`src/rtl/dgtc_div_stage.sv`:
```
// One restoring step of the pipelined wheel-term divider.
module dgtc_div_stage #(
   parameter int RemW  = 56,
   parameter int DivW  = 40,
   parameter int QW    = 15,
   parameter int Shift = 14
) (
   input  logic            clock,
   input  logic            load,
   input  logic [RemW-1:0] rem_in,
   input  logic [DivW-1:0] divisor,
   input  logic [QW-1:0]   quot_in,
   output logic [RemW-1:0] rem_out,
   output logic [QW-1:0]   quot_out
);

   logic [RemW-1:0] dsh;
   logic            take;
   logic [RemW-1:0] rem_ff;
   logic [QW-1:0]   quot_ff;

   assign dsh  = RemW'(divisor) << Shift;
   assign take = (rem_in >= dsh);

   always_ff @(posedge clock) begin
      if (load) begin
         rem_ff  <= take ? (rem_in - dsh) : rem_in;
         quot_ff <= {quot_in[QW-2:0], take};
      end
   end

   assign rem_out  = rem_ff;
   assign quot_out = quot_ff;

endmodule

```
`config.mk`:
```
export PLATFORM = sky130hd
export DESIGN_NAME = dgtc_div_stage
export DESIGN_NICKNAME = d
export VERILOG_FILES = /design/src/rtl/dgtc_div_stage.sv
export SDC_FILE = /design/constraint.sdc
export NUM_CORES = 1
export LEC_CHECK = 0
export ABC_AREA = 0
export BUFFER_PORTS_ARGS = -buffer_cell sky130_fd_sc_hd__buf_2
export CORE_UTILIZATION = 45
export DETAILED_ROUTE_END_ITERATION = 16
export PLACE_DENSITY = 0.72
export SYNTH_ARGS = -nofsm -noshare
export SYNTH_HDL_FRONTEND = slang
export SYNTH_SLANG_ARGS = --single-unit
```
`constraint.sdc`:
```
create_clock -name clock -period 5.4 [get_ports clock]
set_input_delay 0.54 -clock clock [delete_from_list [all_inputs] [get_ports clock]]
set_output_delay 0.54 -clock clock [all_outputs]
set_load 0.1 [all_outputs]
```
==> summary.txt <==
Clock network
  – PostCTS Resize Cnt: 0
  – Post-CTS Hold Fix Bufs: 0
  – CTS Buffer Depth: 2
  – Clock transition at the registers of the reported paths: 60 ps
  – CTS tree: done
  – Max H-tree Level: 3
  – CTS Buf Count: 9
  – Post-CTS Setup Repair Bufs: 0
  – Clock Tree Root: clkbuf_16
  – Clock sink count: between 70 and 80

GRT
  – Initial antenna violation count: 0
  – Vias in the first global route: 4570
  – Global-route wire length before repair: roughly 22 mm
  – GRT busiest layer: met2
  – Met1 Resource Use GR: 0.304
  – GR Util met3: 0.0362
  – Largest net degree at the start of global routing: 72
  – Overall Global Routing Usage: 0.233
  – Grt met2 use: 0.392
  – Aggregate global routing overflow: 0

Critical path
  – Crit path max fanout: 4
  – Startpoint types: primary input
  – WS Path Type: in -> reg
  – Slowest-stage cell, CP: a221oi_1
  – CP arrival: ~3600 ps
  – Required @ worst endpoint: around 5500 ps
  – Setup crit end kind: flip-flop
  – Crit path cell chain: buf_2 -> inv_1 -> ha_1 -> inv_1 -> fa_1 -> a41o_1 -> a21o_1 -> a21oi_2 -> nand2_1 -> a31o_2 -> a221oi_1 -> o21ai_0 -> xnor2_1 -> a21oi_1
  – Most frequent cell on the critical path: inv_1
  – CP max stage delay: 570 ps

Timing
  – Rel. slew slack: 0.385
  – Worst-margin pin slew: around 920 ps
  – Fin crit period: between 3000 and 4000 ps
  – Setup tns final: 0 ps
  – Hold Fails Final Rpt: 0
  – Fin crit share: 0.653
  – FMAX: approximately 0.28 GHz
  – Unrepaired setup endpoints after global routing: no
  – Final setup vio count: 0
  – Slew Limit Fails: 0

Routing
  – Via Count: 4920
  – # DRC: 0
  – DR vias/cell: 5.53
  – Routed Antenna Nets: 0
  – 1st-pass router iterations: 5
  – Final wirelength: around 14 mm
  – Iteration-0 DRC Markers: ~160
  – Mean routed wirelength per cell: around 16 um

Place
  – GPL Wtd Cong: 0.843
  – Cells after DPL: approximately 880
  – Hpwl dp: roughly 11 mm
  – Port bufs: 182

Job
  – Max Cap Viol: 0

Yosys
  – Mapped cell area: about 0.0052 mm^2
  – Syn Nets: a little over 700
  – Syn avg cell area: slightly above 9 um^2
  – Yosys top cell area share: 0.407
  – Post-synthesis register bit count: 71
  – Post-synthesis async set-or-reset flop share: 0
  – Number of enable flip-flop cells after synthesis: between 70 and 80
  – Top cells by area, synth: edfxtp_1 (41%), ha_1 (9.5%), a21oi_1 (6.9%)
  – Leading area contributor after synthesis: edfxtp_1
  – Post-synth top flop: edfxtp_1
  – Synth unique cells: 66
  – Synth Instances: about 570
  – Syn. warnings: 0
  – Post-synthesis sequential area ratio: 0.407

Die
  – Die W: roughly 110 um
  – CORE AREA: ~0.011 mm^2
  – Core Rows: 39
  – Die ar.: 0.0121 mm^2
  – Starting density of the core: 0.461
  – Top-level I/O count: between 150 and 200
  – Die height: 110 um

Cells and area
  – Area delta synth->final: 24.8%
  – Most frequent cells in the layout: buf_2 (182), a21oi_1 (72), edfxtp_1 (71), inv_1 (57), nand2_1 (48)
  – Most common cell after layout, fill and taps aside: buf_2
  – # nets final: ~900
  – Filler instances: about 1000
  – Fin util: 0.575
  – Share of cells above drive strength 1: 0.292
  – Ant diodes: 0
  – Fin cells: between 800 and 900

Pwr
  – Leak pwr: roughly 3.0 nW
  – Clock Power Share: 0.258
  – PwrDens: about 380 mW/mm^2
  – Post-route total power: between 0.002 and 0.0025 W
  – Gate power share: 0.449
  – VDD IR max: 235 uV
  – Cell Int Power: between 0.001 and 0.0015 W
  – Sequential Power Share: 0.293
  – Switching portion of total power: 0.456
  – Net Switching: approximately 0.0011 W

Worst hold path
  – Worst Hold Class: in -> reg

Outcome
  – Outcome: finished, final reports clean
==> flip-flops by register name, summed over array words and instances (netlist names) <==
register,flops
rem_out,56
quot_out,15
==> Yosys cell counts, types with 7 or more instances <==
master	number
nand4_1	13
a21o_1	17
o21bai_1	9
xnor2_1	20
clkbuf_1	11
nor2_1	44
o21ai_0	36
inv_1	57
ha_1	40
edfxtp_1	71
buf_2	10
nor3_1	7
xor2_1	16
a21oi_1	72
nand2_1	48
==> worst max-delay path: cells and delay by family <==
kind            cells  cell delay (ps)
simple gates        1              180
fa+ha+maj           2              590
buf+inv             3              210
xor+xnor            1              200
compound gates      7             1860
==> power groups by stage <==
stage / Combinational, W / Sequential [W] / Clock (W)
after floorplan: 0.000341 / 0.00131 / 0
after global placement: 0.00110 / 0.000740 / 0
after detailed placement: 0.00111 / 0.000742 / 0
after CTS: 0.00112 / 0.000732 / 0.000651
after global routing: 0.00119 / 0.000740 / 0.000677
final: 0.00112 / 0.000730 / 0.000642
==> worst paths after layout <==
| kind | startpoint | endpoint | slack (ps) | cells after the start |
|---|---|---|---|---|
| setup / recovery | rem_in[14] | rem_out[52] | 1870 | 14 |
| hold / removal | quot_in[7] | quot_out[8] | 390 | 1 |
==> layer usage <==
layer / vias to the layer above / share of wire
li1: 2423 / -
met1: 2285 / 0.43
met2: 195 / 0.48
met3: 17 / 0.074
met4: 0 / 0.015
met5: - / 0
==> kinds of logic (layout without fill, tap and decap cells) <==
logic type,Yosys count,in the layout,synth area share
AO/OA/AOI/OAI,185,185,0.223
XOR/XNOR,36,36,0.0602
adder cells (fa/ha/maj),41,41,0.0993
buffers and inverters,82,257,0.0649
flip-flops,71,71,0.407
AND/OR/NAND/NOR,157,157,0.146
==> layout make-up <==
class / instances / area [um^2] / share of cell area
repair buffers: 184 / 926 / 0.142
inverters: 58 / 223 / 0.0341
multi-input cells: 419 / 2770 / 0.423
clock buffers: 9 / 225 / 0.0344
well taps: 143 / 179 / 0.0274
flip-flops and latches: 71 / 2130 / 0.326
clock inverters: 6 / 85.1 / 0.0130
==> metrics by stage <==
| step | hold slack (ps) | cell area [um^2] | worst slack, ps |
|---|---|---|---|
| 5_1_grt | 379 | 6540 | 1740 |
| 3_5_place_dp | 718 | 6230 | 1610 |
| 4_1_cts | 378 | 6540 | 1940 |
| 6_report | 385 | 6540 | 1870 |
| 2_1_floorplan | 639 | 5240 | 2330 |
| 3_3_place_gp | 716 | 6230 | 1690 |
Power figures use the tool's default switching activity.
